File: src/hdl/ttsa_pkg.sv
`timescale 1ns / 1ps
// ----------------------------------------------------------------------------
// Tiled tensor slot address package
// Shared payload types, register indexes, status codes and the helper
// functions for division by the tile size through a reciprocal.
// ----------------------------------------------------------------------------
package ttsa_pkg;

    localparam int COORD_W     = 16;
    localparam int SLOT_W      = 64;
    localparam int NUM_LEAD    = 6;
    localparam int NUM_REGS    = 8;
    localparam int NUM_DIGITS  = NUM_LEAD + 4;
    localparam int REG_IDX_W   = 3;
    localparam int DIV_W       = COORD_W + 1;
    localparam int RECIP_W     = 33;
    localparam int RECIP_SHIFT = 32;

    // Configuration register indexes.
    localparam logic [REG_IDX_W-1:0] REG_DIM_0    = 3'd0;
    localparam logic [REG_IDX_W-1:0] REG_DIM_1    = 3'd1;
    localparam logic [REG_IDX_W-1:0] REG_DIM_2    = 3'd2;
    localparam logic [REG_IDX_W-1:0] REG_DIM_3    = 3'd3;
    localparam logic [REG_IDX_W-1:0] REG_DIM_4    = 3'd4;
    localparam logic [REG_IDX_W-1:0] REG_DIM_5    = 3'd5;
    localparam logic [REG_IDX_W-1:0] REG_DIM_ROWS = 3'd6;
    localparam logic [REG_IDX_W-1:0] REG_DIM_COLS = 3'd7;

    // Digit positions of the mixed-radix fold, outermost first.
    localparam int DIG_ROW_TILE = 6;
    localparam int DIG_COL_TILE = 7;
    localparam int DIG_ROW_IN   = 8;
    localparam int DIG_COL_IN   = 9;

    localparam logic [1:0] STATUS_OK    = 2'd0;
    localparam logic [1:0] STATUS_RANGE = 2'd1;
    localparam logic [1:0] STATUS_OVF   = 2'd2;

    typedef struct packed {
        logic [COORD_W-1:0] coord_0;
        logic [COORD_W-1:0] coord_1;
        logic [COORD_W-1:0] coord_2;
        logic [COORD_W-1:0] coord_3;
        logic [COORD_W-1:0] coord_4;
        logic [COORD_W-1:0] coord_5;
        logic [COORD_W-1:0] row_coord;
        logic [COORD_W-1:0] col_coord;
    } req_t;

    typedef struct packed {
        logic [SLOT_W-1:0] slot;
        logic [1:0]        status;
    } rsp_t;

    typedef logic [NUM_REGS-1:0][COORD_W-1:0]   dims_t;
    typedef logic [NUM_DIGITS-1:0][COORD_W-1:0] digits_t;

    // Register contents as seen by the datapath.
    typedef struct packed {
        dims_t              dims;
        logic [COORD_W-1:0] tiles_rows;
        logic [COORD_W-1:0] tiles_cols;
    } cfg_view_t;

    // Item after the range check and the split into tile and in-tile parts.
    typedef struct packed {
        logic    range_err;
        digits_t digits;
    } work_t;

    // Item inside the fold pipeline.
    typedef struct packed {
        logic              range_err;
        logic              ovf;
        logic [SLOT_W-1:0] acc;
        digits_t           digits;
    } fold_t;

    typedef struct packed {
        logic [DIV_W-1:0] q;
        logic [DIV_W-1:0] r;
    } qr_t;

    // Quotient estimate: at most one below the true quotient.
    function automatic logic [DIV_W-1:0] quot_est(input logic [DIV_W-1:0] v,
                                                   input logic [RECIP_W-1:0] recip);
        logic [DIV_W+RECIP_W-2:0] p;
        p = v * recip;
        return p[DIV_W+RECIP_W-2:RECIP_SHIFT];
    endfunction

    // One compare and subtract brings the estimate to the exact quotient.
    function automatic qr_t div_fix(input logic [DIV_W-1:0] v,
                                    input logic [DIV_W-1:0] q_est,
                                    input logic [DIV_W-1:0] t);
        logic [2*DIV_W-1:0] qt;
        logic [DIV_W-1:0]   r;
        qr_t                res;
        qt = q_est * t;
        r  = v - qt[DIV_W-1:0];
        if (r >= t)
        begin
            res.q = q_est + DIV_W'(1);
            res.r = r - t;
        end
        else
        begin
            res.q = q_est;
            res.r = r;
        end
        return res;
    endfunction

endpackage

File: src/hdl/ttsa_fold_stage.sv
`timescale 1ns / 1ps
// ----------------------------------------------------------------------------
// Fold stage
// One mixed-radix step: acc * radix + digit, with a sticky flag that is set
// once the running value no longer fits in the slot width.
// ----------------------------------------------------------------------------
module ttsa_fold_stage
    import ttsa_pkg::*;
(
    input  logic               clk,
    input  logic               rst_n,
    input  logic               in_valid,
    output logic               in_ready,
    input  fold_t              in_data,
    input  logic [COORD_W-1:0] digit,
    input  logic [COORD_W-1:0] radix,
    output logic               out_valid,
    input  logic               out_ready,
    output fold_t              out_data
);

    logic [SLOT_W+COORD_W-1:0] prod;
    logic [SLOT_W+COORD_W:0]   sum;
    fold_t                     data_next;
    fold_t                     data_reg;
    logic                      valid_reg;

    always_comb
    begin
        prod = in_data.acc * radix;
        sum  = {1'b0, prod} + (SLOT_W + COORD_W + 1)'(digit);
        data_next           = in_data;
        data_next.acc       = sum[SLOT_W-1:0];
        data_next.ovf       = in_data.ovf || (|sum[SLOT_W+COORD_W:SLOT_W]);
    end

    assign in_ready  = !valid_reg || out_ready;
    assign out_valid = valid_reg;
    assign out_data  = data_reg;

    always_ff @(posedge clk or negedge rst_n)
    begin
        if (!rst_n)
        begin
            valid_reg <= 1'b0;
        end
        else if (in_ready)
        begin
            valid_reg <= in_valid;
        end
    end

    always_ff @(posedge clk)
    begin
        if (in_ready && in_valid)
        begin
            data_reg <= data_next;
        end
    end

endmodule
File: config.mk
export PLATFORM = sky130hd
export DESIGN_NAME = ttsa_fold_stage
export DESIGN_NICKNAME = d
export VERILOG_FILES = /design/src/hdl/ttsa_pkg.sv /design/src/hdl/ttsa_fold_stage.sv
export SDC_FILE = /design/constraint.sdc
export NUM_CORES = 2
export LEC_CHECK = 0
export ABC_CLOCK_PERIOD_IN_PS = 12350
export BUFFER_PORTS_ARGS = -buffer_cell sky130_fd_sc_hd__buf_2
export CAP_MARGIN = 20
export CORE_MARGIN = 2
export CORE_UTILIZATION = 35
export DETAILED_ROUTE_END_ITERATION = 12
export GPL_TIMING_DRIVEN = 1
export PLACE_DENSITY = 0.53
export SKIP_CTS_REPAIR_TIMING = 1
export SLEW_MARGIN = 10
export SYNTH_ARGS = -nofsm -noshare
export SYNTH_HDL_FRONTEND = slang
export SYNTH_SLANG_ARGS = --single-unit
File: constraint.sdc
create_clock -name clk -period 12.35 [get_ports clk]
set_input_delay 1.8525 -clock clk [delete_from_list [all_inputs] [get_ports clk]]
set_output_delay 1.8525 -clock clk [all_outputs]
set_load 0.01 [all_outputs]
# Word level (Yosys, flattened, before mapping)
# Index checks and enable logic that the tools add are counted.
[word_totals]
out_inout_bits = 228
input_bits = 262
elab_cells = 21
register_bits = 227
[classes]
addsub = 1
multipliers = 1
n_reduce_logical = 5
[ops]
columns = ["operator", "n"]
rows = [
  ["$add A80 B16 Y81", 1],
  ["$mul A64 B16 Y80", 1],
  ["$reduce_or A17 Y1", 1],
  ["$logic_or A1 B1 Y1", 2],
  ["$logic_and A1 B1 Y1", 1],
  ["$logic_not A1 Y1", 1],
]

# Depth between registers and ports, before layout
[logic_depth]
word_depth = 4
ltp_mapped = 28
mapped_depth_nobuf = 25

# Worst setup path after synthesis
# Ideal clock, no wire load.
[synth_path]
path_kind = "input -> register"
start = "input port radix[1]"
end = "register data_reg, in the netlist out_data[224] (data pin)"
n_path_buf = 3
stages = 27
required_time_ps = 12078
arrival_time_ps = 8627
slack_ps = 3451
cell_sequence = "clkbuf_1 > clkbuf_1 > nand2_1 > fa_1 > inv_1 > fa_1 > inv_1 > fa_1 > inv_1 > fa_1 > fa_1 > inv_1 > fa_1 > inv_1 > ha_1 > buf_2 > a21o_1 > a31o_1 > a21oi_1 > o21ai_1 > a221o_1 > a211oi_1 > mux2i_1 > a311o_1 > nor4_1 > nand4_1 > or4_1"
[synth_rtl]
columns = ["element", "line", "rtl"]
rows = [
  ["start: declaration", "ttsa_fold_stage.sv:16", "input logic [COORD_W-1:0] radix,"],
  ["end signal: assignment", "ttsa_fold_stage.sv:57", "data_reg <= data_next;"],
  ["end: declaration", "ttsa_fold_stage.sv:25", "fold_t data_reg;"],
]

==> qor.yml <==
synthesis:
  synthArstFlopShare_pct: 0.4405
  synth_xor_area_share_pct: 1.328
  synthSimpleGateAreaFrac_pct: 15.87
  yosysTopAreaCell: "fa_1"
  synth-compound-area-share_pct: 4.813
  netlist_instances: 4284
  synth_edf_count: 226
  synth.avg_cell_area_um2: 9.544
  synth_area_um2: 40890
  synthAdderAreaFrac_pct: 49.54
  muxShareOfSynthArea_pct: 0.1805
  syn_nets: 5635
  synthDistinctLibCells: 75
  synth-main-ff-cell: "edfxtp_1"
  ys_ff_latch: 227
  synthTopCellsByArea: "fa_1, edfxtp_1, inv_1, and2_1, ha_1"
  synth_top_family_by_area: "adder cells"
  ys.warnings.count: 0
  ys_seq_area_share_pct: 16.66
  yosys.area.top_type_share_pct: 43.23
setup_path:
  r2r_end: "out_data[199]"
  r2r_slack_ns: 9.25
  cp-start-kind: "input port"
  required_ns: 12.67
  endpoint_kind: "flip-flop"
  cp-endpoint: "out_data[224]"
  cp_max_fo: 31
  reg2reg_from: "out_valid"
  cp_data_arrival_time_ns: 10.68
  critical_path.startpoint: "radix[11]"
  reg2reg_depth: 4
  path_class: "in -> reg"
routing:
  wl_per_cell_um: 20.85
  dr.pass1.iters: 5
  vias_per_cell: 4.929
  ant_nets: 0
  vias: 30425
  dr.first_iter.drc_count: 1641
  drcViolationCount: 0
  finalWirelength_um: 128700
layout:
  drive_above_1_share_pct: 12.57
  final_cell_mix: "inv_1, fa_1, nand2_1"
  syn2layout_area_growth_pct: 11.58
  final_common_cell: "inv_1"
  multiInputGateArea_um2: 29340
  nFillCells: 11788
  fin_nets: 5976
  area.sequential_um2: 6812
timing:
  tightestPinTransition_ns: 1.115
  maxSlewViolCount: 0
  fmax_ghz: 0.09653
  finalClockSkew_ns: 0.01541
  period_share_pct: 83.88
  timing_hold_violations_final: 0
  grt_setup_unrepaired: "false"
  setup_violations: 0
  slew_headroom_pct: 25.69
  fin_setup_tns_ns: 0
  setup_slack_ns: 1.990
  finalCriticalPeriod_ns: 10.36
grt:
  grt_pass1_wl_um: 200200
  grt_antenna_before_repair: 15
  grt_max_degree: 79
  grt_pass1_vias: 33112
  grt_usage_pct: 21.93
  gr-total-overflow: 0
run_status:
  status: "finished, final reports clean"
clock_network:
  cts_sinks: 227
  ctsRootBufferMaster: "clkbuf_16"
  insertion_delay_ns: 0.58
  clock_path_buffers: 3
  cts_tree: "done"
  htreeDepth: 1
  path_clk_slew_ns: 0.07
  numCtsBuffers: 26
worst_hold_path:
  hold_start: "out_valid"
  min_path_type: "reg -> reg"
placed_design:
  port_buffers: 489
  gp_congestion: 0.8749
  dpl.hpwl_um: 102200
  dp_slack_ns: 1.522
die:
  die-area_um2: 119600
  die_w_um: 345.8
  core_area_um2: 116000
  start_util_pct: 35.23
  io_pins: 490
  rows: 125
  die_h_um: 345.8
job:
  cap_violations: 0
-- synthesized netlist by cell type, types with 12 or more instances --
master	count
inv_1	1039
fa_1	883
nand2_1	676
and2_1	460
edfxtp_1	226
ha_1	206
clkbuf_1	195
a21oi_1	115
nor2_1	74
o21ai_0	55
xnor2_1	37
a21o_1	35
nand4_1	35
xor2_1	25
nand3_1	20
o21ai_1	17
nand2b_1	12
nor3_1	12
o21a_1	12
-- kinds of logic after synthesis --
| group | Yosys count |
|---|---|
| AND/OR/NAND/NOR | 1335 |
| multiplexers | 7 |
| buffers and inverters | 1249 |
| XOR/XNOR | 62 |
| adder cells (fa/ha/maj) | 1089 |
| AO/OA/AOI/OAI | 315 |
| flip-flops | 227 |
-- final cells by class --
| class | instances | area share (%) |
|---|---|---|
| Antenna cell | 4 | 0.02194 |
| Sequential cell | 227 | 14.93 |
| Clock inverter | 21 | 0.6500 |
| Tap cell | 1524 | 4.180 |
| Clock buffer | 27 | 1.434 |
| Inverter | 1039 | 8.549 |
| Multi-Input combinational cell | 2808 | 64.31 |
| Timing Repair Buffer | 523 | 5.929 |
-- state kept, by name (all words and copies together) (netlist names) --
register / count
out_data: 226
out_valid: 1
-- routing by layer --
| layer | routed length (um) | vias up | GRT usage, % |
|---|---|---|---|
| met5 | 113 | - | 0 |
| met2 | 64500 | 978 | 38.88 |
| met3 | 7648 | 218 | 3.313 |
| met4 | 4452 | 18 | 7.049 |
| met1 | 52020 | 15815 | 27.33 |
| li1 | - | 13396 | - |
-- through the flow --
step,util [%],area (um^2),cells,hold WS (ns)
6_report,39.31,45620,6173,0.5367
5_1_grt,39.30,45610,6169,0.5697
4_1_cts,39.30,45610,6169,0.5340
3_5_place_dp,38.48,44660,6121,0.5161
3_3_place_gp,38.48,44660,6121,0.5057
2_1_floorplan,-,40890,4284,0.6221
-- how the worst min path moves through the flow --
stage                     slack [ns]         to  depth (start not counted)
after floorplan                 0.62  out_valid                          2
after global placement          0.51  out_valid                          2
after detailed placement        0.52  out_valid                          2
after CTS                       0.53  out_valid                          2
after global routing            0.57  out_valid                          2
final                           0.54  out_valid                          2
-- critical path, cell delays in order --
cell and delay [ns]:
buf_2 0.70, buf_4 0.38, nand2_1 0.11, fa_1 0.52
inv_1 0.05, fa_1 0.56, fa_1 0.44, fa_1 0.46
fa_1 0.49, inv_1 0.05, fa_1 0.52, inv_1 0.05
ha_1 0.44, nand2_1 0.19, nor4_1 0.70, nand2_1 0.16
o2111ai_1 0.50, or3b_1 0.23, o21ai_1 0.15, o31ai_1 0.82
a31oi_4 0.16, nor4_1 0.42, nand4_1 0.14, or4_1 0.53
Power is not shown: default switching activity piles up to over one toggle a cycle in this logic, so the estimate is an artifact.
