<file path="src/hdl/ttsa_pkg.sv">
`timescale 1ns / 1ps
// ----------------------------------------------------------------------------
// Tiled tensor slot address package
// Shared payload types, register indexes, status codes and the helper
// functions for division by the tile size through a reciprocal.
// ----------------------------------------------------------------------------
package ttsa_pkg;

    localparam int COORD_W     = 16;
    localparam int SLOT_W      = 64;
    localparam int NUM_LEAD    = 6;
    localparam int NUM_REGS    = 8;
    localparam int NUM_DIGITS  = NUM_LEAD + 4;
    localparam int REG_IDX_W   = 3;
    localparam int DIV_W       = COORD_W + 1;
    localparam int RECIP_W     = 33;
    localparam int RECIP_SHIFT = 32;

    // Configuration register indexes.
    localparam logic [REG_IDX_W-1:0] REG_DIM_0    = 3'd0;
    localparam logic [REG_IDX_W-1:0] REG_DIM_1    = 3'd1;
    localparam logic [REG_IDX_W-1:0] REG_DIM_2    = 3'd2;
    localparam logic [REG_IDX_W-1:0] REG_DIM_3    = 3'd3;
    localparam logic [REG_IDX_W-1:0] REG_DIM_4    = 3'd4;
    localparam logic [REG_IDX_W-1:0] REG_DIM_5    = 3'd5;
    localparam logic [REG_IDX_W-1:0] REG_DIM_ROWS = 3'd6;
    localparam logic [REG_IDX_W-1:0] REG_DIM_COLS = 3'd7;

    // Digit positions of the mixed-radix fold, outermost first.
    localparam int DIG_ROW_TILE = 6;
    localparam int DIG_COL_TILE = 7;
    localparam int DIG_ROW_IN   = 8;
    localparam int DIG_COL_IN   = 9;

    localparam logic [1:0] STATUS_OK    = 2'd0;
    localparam logic [1:0] STATUS_RANGE = 2'd1;
    localparam logic [1:0] STATUS_OVF   = 2'd2;

    typedef struct packed {
        logic [COORD_W-1:0] coord_0;
        logic [COORD_W-1:0] coord_1;
        logic [COORD_W-1:0] coord_2;
        logic [COORD_W-1:0] coord_3;
        logic [COORD_W-1:0] coord_4;
        logic [COORD_W-1:0] coord_5;
        logic [COORD_W-1:0] row_coord;
        logic [COORD_W-1:0] col_coord;
    } req_t;

    typedef struct packed {
        logic [SLOT_W-1:0] slot;
        logic [1:0]        status;
    } rsp_t;

    typedef logic [NUM_REGS-1:0][COORD_W-1:0]   dims_t;
    typedef logic [NUM_DIGITS-1:0][COORD_W-1:0] digits_t;

    // Register contents as seen by the datapath.
    typedef struct packed {
        dims_t              dims;
        logic [COORD_W-1:0] tiles_rows;
        logic [COORD_W-1:0] tiles_cols;
    } cfg_view_t;

    // Item after the range check and the split into tile and in-tile parts.
    typedef struct packed {
        logic    range_err;
        digits_t digits;
    } work_t;

    // Item inside the fold pipeline.
    typedef struct packed {
        logic              range_err;
        logic              ovf;
        logic [SLOT_W-1:0] acc;
        digits_t           digits;
    } fold_t;

    typedef struct packed {
        logic [DIV_W-1:0] q;
        logic [DIV_W-1:0] r;
    } qr_t;

    // Quotient estimate: at most one below the true quotient.
    function automatic logic [DIV_W-1:0] quot_est(input logic [DIV_W-1:0] v,
                                                   input logic [RECIP_W-1:0] recip);
        logic [DIV_W+RECIP_W-2:0] p;
        p = v * recip;
        return p[DIV_W+RECIP_W-2:RECIP_SHIFT];
    endfunction

    // One compare and subtract brings the estimate to the exact quotient.
    function automatic qr_t div_fix(input logic [DIV_W-1:0] v,
                                    input logic [DIV_W-1:0] q_est,
                                    input logic [DIV_W-1:0] t);
        logic [2*DIV_W-1:0] qt;
        logic [DIV_W-1:0]   r;
        qr_t                res;
        qt = q_est * t;
        r  = v - qt[DIV_W-1:0];
        if (r >= t)
        begin
            res.q = q_est + DIV_W'(1);
            res.r = r - t;
        end
        else
        begin
            res.q = q_est;
            res.r = r;
        end
        return res;
    endfunction

endpackage

</file>
<file path="src/hdl/ttsa_regs.sv">
`timescale 1ns / 1ps
// ----------------------------------------------------------------------------
// Configuration registers
// Holds the dimension registers and derives the tile counts per plane
// over two register stages.
// ----------------------------------------------------------------------------
module ttsa_regs
    import ttsa_pkg::*;
#(
    parameter int TILE_SIZE = 32
)
(
    input  logic                 clk,
    input  logic                 rst_n,
    input  logic                 cfg_we,
    input  logic [REG_IDX_W-1:0] cfg_index,
    input  logic [COORD_W-1:0]   cfg_wdata,
    output cfg_view_t            cfg
);

    localparam logic [RECIP_W-1:0] TILE_RECIP = RECIP_W'((64'd1 << RECIP_SHIFT) / TILE_SIZE);
    localparam logic [DIV_W-1:0]   TILE_D     = DIV_W'(TILE_SIZE);

    dims_t            dims_reg;
    logic [DIV_W-1:0] rows_v_reg, cols_v_reg, rows_q_reg, cols_q_reg;
    logic [DIV_W-1:0] rows_v_next, cols_v_next;
    logic [COORD_W-1:0] tiles_rows_reg, tiles_cols_reg;
    qr_t              rows_qr, cols_qr;

    // Round up to whole tiles: (dim + T - 1) / T.
    assign rows_v_next = DIV_W'(dims_reg[REG_DIM_ROWS]) + DIV_W'(TILE_SIZE - 1);
    assign cols_v_next = DIV_W'(dims_reg[REG_DIM_COLS]) + DIV_W'(TILE_SIZE - 1);
    assign rows_qr     = div_fix(rows_v_reg, rows_q_reg, TILE_D);
    assign cols_qr     = div_fix(cols_v_reg, cols_q_reg, TILE_D);

    always_ff @(posedge clk or negedge rst_n)
    begin
        if (!rst_n)
        begin
            for (int i = 0; i < NUM_REGS; i++)
            begin
                dims_reg[i] <= COORD_W'(1);
            end
            rows_v_reg     <= TILE_D;
            cols_v_reg     <= TILE_D;
            rows_q_reg     <= DIV_W'(1);
            cols_q_reg     <= DIV_W'(1);
            tiles_rows_reg <= COORD_W'(1);
            tiles_cols_reg <= COORD_W'(1);
        end
        else
        begin
            if (cfg_we)
            begin
                dims_reg[cfg_index] <= cfg_wdata;
            end
            rows_v_reg     <= rows_v_next;
            cols_v_reg     <= cols_v_next;
            rows_q_reg     <= quot_est(rows_v_next, TILE_RECIP);
            cols_q_reg     <= quot_est(cols_v_next, TILE_RECIP);
            tiles_rows_reg <= rows_qr.q[COORD_W-1:0];
            tiles_cols_reg <= cols_qr.q[COORD_W-1:0];
        end
    end

    assign cfg.dims       = dims_reg;
    assign cfg.tiles_rows = tiles_rows_reg;
    assign cfg.tiles_cols = tiles_cols_reg;

endmodule

</file>
<file path="config.mk">
export PLATFORM = sky130hd
export DESIGN_NAME = ttsa_regs
export DESIGN_NICKNAME = d
export VERILOG_FILES = /design/src/hdl/ttsa_pkg.sv /design/src/hdl/ttsa_regs.sv
export SDC_FILE = /design/constraint.sdc
export NUM_CORES = 1
export LEC_CHECK = 0
export BUFFER_PORTS_ARGS = -buffer_cell sky130_fd_sc_hd__buf_2
export CELL_PAD_IN_SITES_DETAIL_PLACEMENT = 0
export CELL_PAD_IN_SITES_GLOBAL_PLACEMENT = 1
export CORE_MARGIN = 2
export CORE_UTILIZATION = 46
export DETAILED_ROUTE_END_ITERATION = 7
export GPL_TIMING_DRIVEN = 0
export PLACE_DENSITY = 0.95
export SLEW_MARGIN = 20
export SYNTH_ARGS = -nofsm -noshare
export SYNTH_HDL_FRONTEND = slang
export SYNTH_SLANG_ARGS = --single-unit
</file>
<file path="constraint.sdc">
create_clock -name clk -period 4.1 [get_ports clk]
set_input_delay 0.41 -clock clk [delete_from_list [all_inputs] [get_ports clk]]
set_output_delay 0.41 -clock clk [all_outputs]
set_load 0.02 [all_outputs]
</file>
# Word level (Yosys, flattened, before mapping)

Cells that the tools add are included.

$lt $le $gt $ge: 4
Muxes and demuxes: 5
Add/subtract/negate cells: 8
Reduce and logical (&&, ||, !) cells: 1

Operator list:

| kind                                                                                 | count |
|---|---|
| 128-bit bitwise mux                                                                  | 1 |
| 30-bit 2-to-1 mux                                                                    | 2 |
| 16-bit demux with 3-bit select                                                       | 1 |
| 16-bit by 5-bit adder with 17-bit output, second input constant                      | 2 |
| 17-bit by 6-bit greater-or-equal comparator with 1-bit output, second input constant | 2 |
| 17-bit subtractor                                                                    | 2 |
| 17-bit by 6-bit subtractor with 17-bit output, second input constant                 | 2 |
| 12-bit by 1-bit adder with 13-bit output, second input constant                      | 2 |
| 16-bit 2-to-1 mux                                                                    | 1 |
| 3-bit by 4-bit < comparator with 1-bit output, second input constant                 | 1 |
| 3-bit by 1-bit greater-or-equal comparator with 1-bit output, second input constant  | 1 |
| 1-bit logical AND                                                                    | 1 |

Output and inout bits: 160
Bits in registers: 215
Word-level logic and storage cells: 32

# Depth between registers and ports, before layout

Gate-level depths: netlist of the first run.

Word-level depth: 5
Depth in mapped cells: 5
Depth with buffers taken out: 4

# Worst setup path before layout of the first run

No wires, ideal clock.

Path kind: input -> register
Start point: input port cfg_index[0]
End point: register dims_reg (netlist bit cfg[69])
Cell stages on the path: 5
Setup time: 0.127 ns
Path slack: 2.413 ns
Arrival: 1.560 ns
Required time: 3.973 ns
Cell sequence: buf_2 nand2b_4 nor3b_4 buf_6 mux2_1

Word-level cells in the longest chain between the ends: 5
Elaborated cells on any way between the ends: 6
Those cells by class: 2 x order compare; 3 x mux; 1 x reduce/logical

Ends and longest elaborated chain:

| item                                                                                                                                                       | RTL line        | text |
|---|---|---|
| from (decl)                                                                                                                                                | ttsa_regs.sv:16 | `input logic [REG_IDX_W-1:0] cfg_index,` |
| 3-bit by 4-bit < comparator with 1-bit output (implied by the code) / 3-bit by 1-bit greater-or-equal comparator with 1-bit output (equally long branches) | ttsa_regs.sv:55 | `dims_reg[cfg_index] <= cfg_wdata;` |
| 1-bit logical AND (implied by the code)                                                                                                                    | ttsa_regs.sv:55 |  |
| 16-bit 2-to-1 mux (implied by the code)                                                                                                                    | ttsa_regs.sv:55 |  |
| 16-bit demux with 3-bit select (*)                                                                                                                         | ttsa_regs.sv:55 |  |
| 128-bit bitwise mux (*)                                                                                                                                    | ttsa_regs.sv:55 |  |
| to (signal, indexed assignment)                                                                                                                            | ttsa_regs.sv:55 |  |
| to (decl)                                                                                                                                                  | ttsa_regs.sv:24 | `dims_t dims_reg;` |

Mark *: on every way between the ends. The rest lies on a longest branch, timed or not.
A chain may end at the register's enable or synchronous reset.

# Worst setup path in the final report of the first run

Start point: register dims_reg (netlist bit cfg[131])
End point: register rows_v_reg[15]

Word-level cells in the longest chain between the ends: 1

Ends and longest elaborated chain:

| item                                     | RTL line        | text |
|---|---|---|
| 16-bit by 5-bit adder with 17-bit output | ttsa_regs.sv:31 | `assign rows_v_next = DIV_W'(dims_reg[REG_DIM_ROWS]) + DIV_W'(TILE_SIZE - 1);` |
| via rows_v_next[15]                      | ttsa_regs.sv:26 | `logic [DIV_W-1:0] rows_v_next, cols_v_next;` |
| to (signal assigned)                     | ttsa_regs.sv:57 | `rows_v_reg <= rows_v_next;` |
| to (decl)                                | ttsa_regs.sv:25 | `logic [DIV_W-1:0] rows_v_reg, cols_v_reg, rows_q_reg, cols_q_reg;` |

The timed path passes the listed nets, and every way through them passes these cells.

==> results of run 1 <==
power breakdown:
part / switching (mW) / internal [mW] / leakage [nW] / total, mW
Clock: 0.685 / 0.864 / 0.269 / 1.55
Combinational: 0.801 / 0.507 / 1.60 / 1.31
Sequential: 0.227 / 2.16 / 2.10 / 2.39
area by class of cell:
| cell class | instances | area, um^2 |
|---|---|---|
| Clock inverter | 13 | 129 |
| Tap cell | 180 | 225 |
| Timing Repair Buffer | 171 | 893 |
| Sequential cell | 176 | 4420 |
| Buffer | 22 | 156 |
| Inverter | 3 | 11.3 |
| Fill cell | 1070 | 5620 |
| Clock buffer | 19 | 443 |
| Multi-Input combinational cell | 202 | 2040 |
Yosys cell counts:
cell type and count:
and3_1 1, and4_1 4, buf_2 8, buf_4 11, buf_6 3, conb_1 1
dfrtp_1 164, dfstp_2 12, inv_1 3, mux2_1 19, mux2_2 109, nand2_1 7
nand2b_4 1, nand3_1 3, nand3_2 2, nand4_1 2, nand4_2 4, nand4b_2 3
nor2_1 5, nor3_1 3, nor3_4 2, nor3b_1 1, nor3b_4 2, nor4_1 1
o2111ai_2 1, o21a_1 2, or4_4 2, xnor2_1 16, xor2_1 4
final timing paths:
path                                      to  slack (ns)  cells after the start
max                           rows_v_reg[15]        2.45                      4
min                                 cfg[101]        0.33                      2
max in group asynchronous  tiles_cols_reg[0]        2.69                      3
min reg2reg                tiles_rows_reg[9]        0.35                      0
max reg2reg                   rows_v_reg[15]        2.45                      4
min in group asynchronous            cfg[52]        0.55                      2
stage by stage:
step                worst slack, ns  instance area, um^2
detailed placement             2.22                 7740
floorplan                      2.41                 6630
global route                   2.40                 8320
global placement              0.230                 7700
finish                         2.45                 8320
CTS                            2.45                 8320
critical path, delay by kind of cell, from the launching register on:
kind                      cells  cell delay (ns)
and+or+nand+nor               2             0.68
DFF                           1             0.40
AOI/OAI and AO/OA             1             0.28
xor gates and xnor gates      1             0.15
cells by family after synthesis:
kind of cell | after synthesis | synth area share
AO/OA/AOI/OAI | 3 | 0.00455
flip-flops | 176 | 0.669
multiplexers | 128 | 0.218
buffers and inverters | 25 | 0.0254
AND/OR/NAND/NOR | 43 | 0.0552
other | 1 | 0.000568
XOR/XNOR | 20 | 0.0265
per-layer routing:
metal,GRT usage,share of wire,vias to the layer above
li1,-,-,1775
met1,0.238,0.41,1992
met2,0.318,0.51,113
met3,0.0623,0.069,22
met4,0.0724,0.014,0
met5,0,0,-
==> run_results.csv, run 1 <==
group,metric,value,unit
worst_setup_path,arrival,1.94,ns
routing,drc,0,
clock_tree,cts-hold-fix-buffers,1,
yosys,synthDistinctLibCells,29,
die,pin_count,182,
power,vdd_drop_max,0.000335,V
final_layout,final_net_count,615,
power,cellPowerDensity,631,nW/um^2
sta,fin_crit,1.65,ns
routing,viasPerCell,4.96,
final_layout,drive_gt1_frac,0.596,
yosys,yosys-top-cells-area,"dfrtp_1, mux2_2, dfstp_2",
sta,drv_slew,0,
worst_setup_path,end_kind,"flop",
sta,final-hold-violation-count,0,
sta,hold_ws,0.333,ns
grt,grt_pass1_vias,4089,
die,initial_utilization,0.474,
worst_hold_path,hp-class,"input pin to flop",
sta,rsz0062_at_grt,"no",
yosys,synth_top_area_share,0.622,
final_layout,antennaDiodeCount,0,
clock_tree,post_cts_buffers,0,
routing,firstDrtPassIters,4,
yosys,synth_top_area_cell,"dfrtp_1",
sta,relSlewSlack,0.644,
sta,setup_tns,0,ns
grt,grt_max_degree,105,
final_layout,area_growth,26.0,%
worst_setup_path,crit_slowest_cell,"or4_4",
place,dp.cells,753,
sta,fmax,0.605,GHz
place,gp_congestion,0.738,
worst_setup_path,start_kind,"flop",
worst_setup_path,slowest_delay,0.58,ns
final_layout,largest_reg_flops,128,
yosys,syn_area,6600,um^2
worst_setup_path,crit_path_start,"cfg[131]",
worst_setup_path,crit_chain,"or4_4 > o2111ai_2 > nor4_1 > xor2_1",
sta,fin_crit_sh,0.403,
routing,ant_nets,0,
final_layout,final_cells,786,
place,port_buffers,169,
die,die_h,124,um
clock_tree,clkSlewWorstSetupHoldPaths,0.07,ns
yosys,syn_avg_cell_area,16.7,um^2
worst_setup_path,worstPathMaxFanout,4,
final_layout,layout_common_cells,"buf_2, dfrtp_1, mux2_2",
clock_tree,clock-sinks,176,
routing,vias,3902,
sta,tightest_slew,0.534,ns
power,p_total,5.24,mW
yosys,postSynthCellCount,396,
die,placementRows,43,
yosys,seq_area_frac_synth,0.669,
sta,clock_skew,0.00543,ns
clock_tree,htreeDepth,4,
clock_tree,worstSkewPairLatency,0.42,ns
die,die_w,124,um
clock_tree,cts_buffers,17,
grt,antenna_found_initial,0,
sta,setup_viol,0,
yosys,ys_seq_elements,176,
clock_tree,cts_root_buf,"clkbuf_16",
worst_hold_path,hold_start,"cfg_wdata[5]",
routing,drt_iter0_drc,113,
grt,groute.usage.overall,0.193,
grt,grt_first_pass_wirelength,21800,um
run,drv_cap,0,
worst_setup_path,r2r_start,"cfg[131]",
place,hpwl,10200,um
worst_setup_path,worst_ep_required_time,4.39,ns
outcome,status,"complete, no violations",
clock_tree,cts_tree,"built",
die,core,13900,um^2
routing,wl,14000,um
die,die_area,15300,um^2
clock_tree,clk_path_buf_depth,2,
grt,grt.overflow.total,0,
worst_setup_path,path_class,"flop to flop",
clock_tree,post_cts_resized,0,
power,p_leak,3.97,nW
routing,wl_per_cell,17.8,um
yosys,yosysWarnings,0,
final_layout,layout_commonest_cell,"buf_2",
final_layout,final_util,0.597,
(Power assumes the default switching activity.)
==> inputs of run 2 (changes only) <==
ABC_AREA = 1   (was not set)
CORE_UTILIZATION = 39   (was 46)
PLACE_DENSITY = 0.9   (was 0.95)
clock period = 1.6 ns   (was 4.1 ns; I/O delays follow)
==> run_results.csv, run 2 <==
group,metric,value,unit
worst_setup_path,reg2reg_depth,6,
die,pin_count,182,
die,die_h,133,um
place,hpwl,12400,um
yosys,ys.flop_type,"dfrtp_1",
worst_setup_path,end_kind,"flop",
sta,clock_skew,0.00398,ns
worst_setup_path,path_class,"flop to flop",
routing,drc,0,
yosys,synth_top_area_share,0.632,
die,core,16400,um^2
routing,wl_per_cell,16.7,um
final_layout,largest_reg_flops,128,
sta,final-hold-violation-count,0,
routing,wl,18100,um
worst_setup_path,arrival,1.72,ns
final_layout,layout_common_cells,"buf_2, nand2_1, dfrtp_1",
final_layout,area_growth,30.0,%
clock_tree,clkSlewWorstSetupHoldPaths,0.06,ns
grt,groute.usage.overall,0.211,
yosys,synth_fa_ha_area_frac,0,
yosys,synth_edf_count,0,
yosys,synth-simple-area-share,0.147,
grt,grt_first_pass_wirelength,28200,um
grt,grt.overflow.total,0,
worst_hold_path,hp-class,"input pin to flop",
final_layout,fin_area,8450,um^2
clock_tree,clk_path_buf_depth,2,
sta,setup_viol,0,
routing,ant_nets,0,
final_layout,final_net_count,872,
yosys,yosysWarnings,0,
yosys,synth_common_cells,"nand2_1, dfrtp_1, o21ai_0",
clock_tree,clock-sinks,176,
sta,hold_ws,0.162,ns
power,vdd_drop_max,0.000662,V
sta,fin_crit_sh,0.888,
yosys,synth_top_area_cell,"dfrtp_1",
routing,drt_iter0_drc,286,
routing,firstDrtPassIters,5,
worst_hold_path,worstHoldPathCells,5,
power,cellPowerDensity,1540,nW/um^2
yosys,synth_most_common_cell,"nand2_1",
yosys,synth-compound-area-share,0.105,
final_layout,layout_commonest_cell,"buf_2",
place,placed_area,7730,um^2
final_layout,fill_cells,1529,
sta,fin_crit,1.42,ns
power,p_leak,4.35,nW
die,placementRows,47,
final_layout,final_cells,1083,
yosys,synthDistinctLibCells,23,
yosys,seq_area_frac_synth,0.680,
yosys,async_reset_ff_frac,1.00,
clock_tree,cts_buffers,17,
clock_tree,cts_root_buf,"clkbuf_16",
place,port_buffers,173,
sta,fmax,0.704,GHz
yosys,synth_top_family_by_area,"simple AND/OR/NAND/NOR gates",
final_layout,drive_gt1_frac,0.291,
grt,grt_max_degree,70,
sta,drv_slew,0,
clock_tree,htreeDepth,4,
grt,antenna_found_initial,0,
routing,viasPerCell,4.78,
worst_setup_path,worst_ep_required_time,1.90,ns
die,die_area,17700,um^2
yosys,yosys.area_share.xor_xnor,0.0121,
yosys,ys_seq_elements,176,
sta,rsz0062_at_grt,"no",
clock_tree,worstSkewPairLatency,0.42,ns
yosys,postSynthCellCount,637,
grt,grt_pass1_vias,5057,
outcome,status,"complete, no violations",
place,gp_congestion,0.799,
die,die_w,133,um
yosys,syn_avg_cell_area,10.2,um^2
worst_setup_path,start_kind,"flop",
worst_setup_path,worstPathMaxFanout,10,
die,initial_utilization,0.396,
yosys,yosys-top-cells-area,"dfrtp_1, nand2_1, o21ai_0",
run,drv_cap,0,
place,dp.cells,1039,
routing,vias,5182,
yosys,synth_mux_area_frac,0,
clock_tree,cts_tree,"built",
final_layout,antennaDiodeCount,0,
yosys,syn_area,6490,um^2
## run 2: changes by cell type after synthesis, moves of 5 or more
cell / change
nand2_1: +175
o21ai_0: +118
mux2_2: -109
inv_1: +37
nor2_1: +30
mux2_1: -19
xnor2_1: -14
nand3_1: +10
buf_2: +9
a21oi_1: +6
nand4_1: +6
o21ai_1: +5
o21bai_1: +5
## run 2: worst paths after layout
check | start | end | slack [ns]
max | cfg[144] | cols_v_reg[10] | 0.18
min | cfg_index[1] | cfg[146] | 0.16
max reg2reg | cfg[144] | cols_v_reg[10] | 0.18
min reg2reg | cols_v_reg[11] | tiles_cols_reg[6] | 0.35
max in group asynchronous | rst_n | cfg[64] | 0.35
min in group asynchronous | rst_n | tiles_cols_reg[8] | 0.23
## run 2: layer usage
metal  part of all wire  track usage
met1               0.44        0.288
met2               0.47        0.328
met3              0.077       0.0628
met4              0.013       0.0663
met5                  0            0
## run 2: cells by family after synthesis
kind of cell / Yosys count
and+or+nand+nor: 241
AOI/OAI and AO/OA: 134
xor gates and xnor gates: 9
buffers and inverters: 76
other: 1
DFF: 176
## run 2: area by class of cell
cell class,count,area [um^2],share of cell area
plain buffers,34,195,0.0231
repair buffers,187,1050,0.124
clock buffers,24,492,0.0582
multi-input cells,392,1750,0.207
well taps,220,275,0.0326
inverters,42,158,0.0187
clock inverters,8,106,0.0126
flip-flops and latches,176,4420,0.523
## run 2: per-stage QoR
stage | total power [mW] | util | setup TNS [ns] | setup WS (ns)
floorplan | 7.67 | - | 0 | 0.309
global placement | 8.87 | 0.467 | -393.83 | -2.33
detailed placement | 8.97 | 0.471 | 0 | 0.231
CTS | 13.2 | 0.515 | 0 | 0.206
global route | 13.7 | 0.515 | 0 | 0.112
finish | 13.0 | 0.515 | 0 | 0.179
## run 2: power breakdown
| group | switching [mW] | internal (mW) | leakage (nW) |
|---|---|---|---|
| Sequential | 0.536 | 5.40 | 2.17 |
| Combinational | 2.01 | 0.950 | 1.89 |
| Clock | 1.66 | 2.47 | 0.287 |
| Total | 4.21 | 8.82 | 4.35 |
## run 2: critical path: stages, from the launching register on
cell	delay (ns)
dfstp_2	0.53
inv_1	0.05
nand3_1	0.17
buf_2	0.25
nand2_1	0.10
o21bai_1	0.14
nand2_1	0.06
## run 2: timing repair
item | in CTS | in global routing
buffers inserted | 0 | 0
hold endpoints to repair | 56 | 0
resized for setup | 0 | 0
hold buffers | 12 | 0
==> inputs of run 3 (changes only) <==
CORE_UTILIZATION = 30   (was 39)
PLACE_DENSITY = 0.63   (was 0.9)
==> run_results.csv, run 3 (synthesis gave the netlist of run 2 again) <==
group,metric,value,unit
outcome,status,"complete, no violations",
power,p_int,8.66,mW
clock_tree,htreeDepth,4,
clock_tree,post_cts_resized,0,
sta,fin_crit_sh,0.909,
sta,relSlewSlack,0.543,
grt,grt_pass1_vias,5034,
routing,wl_per_cell,17.3,um
final_layout,layout_commonest_cell,"buf_2",
worst_setup_path,r2r_start,"cfg[128]",
power,p_switching,4.35,mW
sta,final-hold-violation-count,0,
die,initial_utilization,0.307,
sta,fmax,0.687,GHz
grt,grt_max_degree,91,
power,vdd_drop_max,0.000679,V
worst_setup_path,arrival,1.79,ns
grt,grt_first_pass_wirelength,29800,um
routing,wl,19700,um
grt,antenna_found_initial,0,
grt,grt.overflow.total,0,
sta,tightest_slew,0.686,ns
die,die_w,151,um
clock_tree,cts_tree,"built",
clock_tree,cts_buffers,17,
final_layout,final_net_count,871,
clock_tree,clock-sinks,176,
die,placementRows,53,
die,die_h,151,um
power,p_total,13.0,mW
clock_tree,cts_root_buf,"clkbuf_16",
sta,drv_slew,0,
final_layout,drive_gt1_frac,0.292,
worst_setup_path,worstPathMaxFanout,10,
routing,drt_iter0_drc,294,
power,p_leak,4.33,nW
worst_setup_path,end_kind,"flop",
clock_tree,clkSlewWorstSetupHoldPaths,0.07,ns
worst_setup_path,worst_ep_required_time,1.94,ns
power,cellPowerDensity,1540,nW/um^2
place,placed_area,7770,um^2
routing,drc,0,
die,die_area,22800,um^2
worst_setup_path,path_class,"flop to flop",
sta,hold_ws,0.168,ns
final_layout,largest_reg_flops,128,
worst_setup_path,crit_path_start,"cfg[128]",
place,gp_congestion,0.742,
sta,setup_tns,0,ns
sta,clock_skew,0.00753,ns
place,hpwl,13400,um
sta,setup_viol,0,
routing,vias,5057,
worst_hold_path,hp-class,"input pin to flop",
routing,ant_nets,0,
final_layout,fin_area,8470,um^2
worst_hold_path,hold_start,"cfg_index[2]",
place,port_buffers,173,
die,pin_count,182,
routing,firstDrtPassIters,4,
power,combPwrFrac,0.229,
run,drv_cap,0,
routing,viasPerCell,4.45,
die,core,21200,um^2
power,p_clk_frac,0.316,
power,p_seq_frac,0.455,
sta,rsz0062_at_grt,"no",
final_layout,area_growth,30.5,%
worst_setup_path,start_kind,"flop",
final_layout,layout_common_cells,"buf_2, nand2_1, dfrtp_1",
sta,fin_crit,1.45,ns
clock_tree,worstSkewPairLatency,0.42,ns
power,swShare,0.334,
final_layout,antennaDiodeCount,0,
clock_tree,clk_path_buf_depth,2,
grt,groute.usage.overall,0.178,
run 3: power by group through the flow:
stage / combinational (mW) / clock, mW / sequential (mW)
2_1_floorplan: 0.787 / 0 / 6.88
3_3_place_gp: 2.97 / 0 / 6.00
3_5_place_dp: 3.00 / 0 / 6.01
4_1_cts: 3.03 / 4.23 / 5.94
5_1_grt: 3.29 / 4.40 / 6.04
6_report: 2.98 / 4.11 / 5.92
run 3: final timing paths:
kind | end | slack [ns] | depth (start not counted)
setup / recovery | rows_q_reg[11] | 0.15 | 5
hold / removal | cfg[146] | 0.17 | 5
setup reg to reg | rows_q_reg[11] | 0.15 | 5
hold reg to reg | tiles_cols_reg[5] | 0.35 | 0
max in group asynchronous | tiles_cols_reg[0] | 0.39 | 3
min in group asynchronous | cfg[117] | 0.31 | 2
run 3: area by class of cell:
type	count	area, um^2
Timing Repair Buffer	186	1020
Buffer	34	195
Clock buffer	22	484
Multi-Input combinational cell	392	1750
Sequential cell	176	4420
Fill cell	2135	12700
Inverter	42	158
Clock inverter	10	100
Tap cell	275	344
run 3: timing repair:
action / 4_1_cts / 5_1_grt
setup endpoints to repair: 0 / 0
hold endpoints to repair: 90 / 0
hold buffers: 12 / 0
setup buffers: 0 / 0
run 3: per-layer routing:
layer  up-vias  wire length (um)  global-route usage
met4         0               312              0.0533
li1       2453                 -                   -
met3        23              1490              0.0596
met5         -                 0                   0
met2       140              9050               0.274
met1      2441              8860               0.239
run 3: through the flow:
step           worst slack (ns)  utilization  std cells
2_1_floorplan             0.309            -        644
3_3_place_gp              -2.51        0.365       1092
3_5_place_dp              0.145        0.367       1093
4_1_cts                   0.127        0.401       1137
5_1_grt                  0.0708        0.401       1137
6_report                  0.145        0.401       1137
run 3: critical path: stages, from the launching register on:
cell     delay [ns]
dfstp_2        0.55
inv_1          0.04
nand3_1        0.20
buf_2          0.27
nand3_1        0.13
nor3_1         0.17
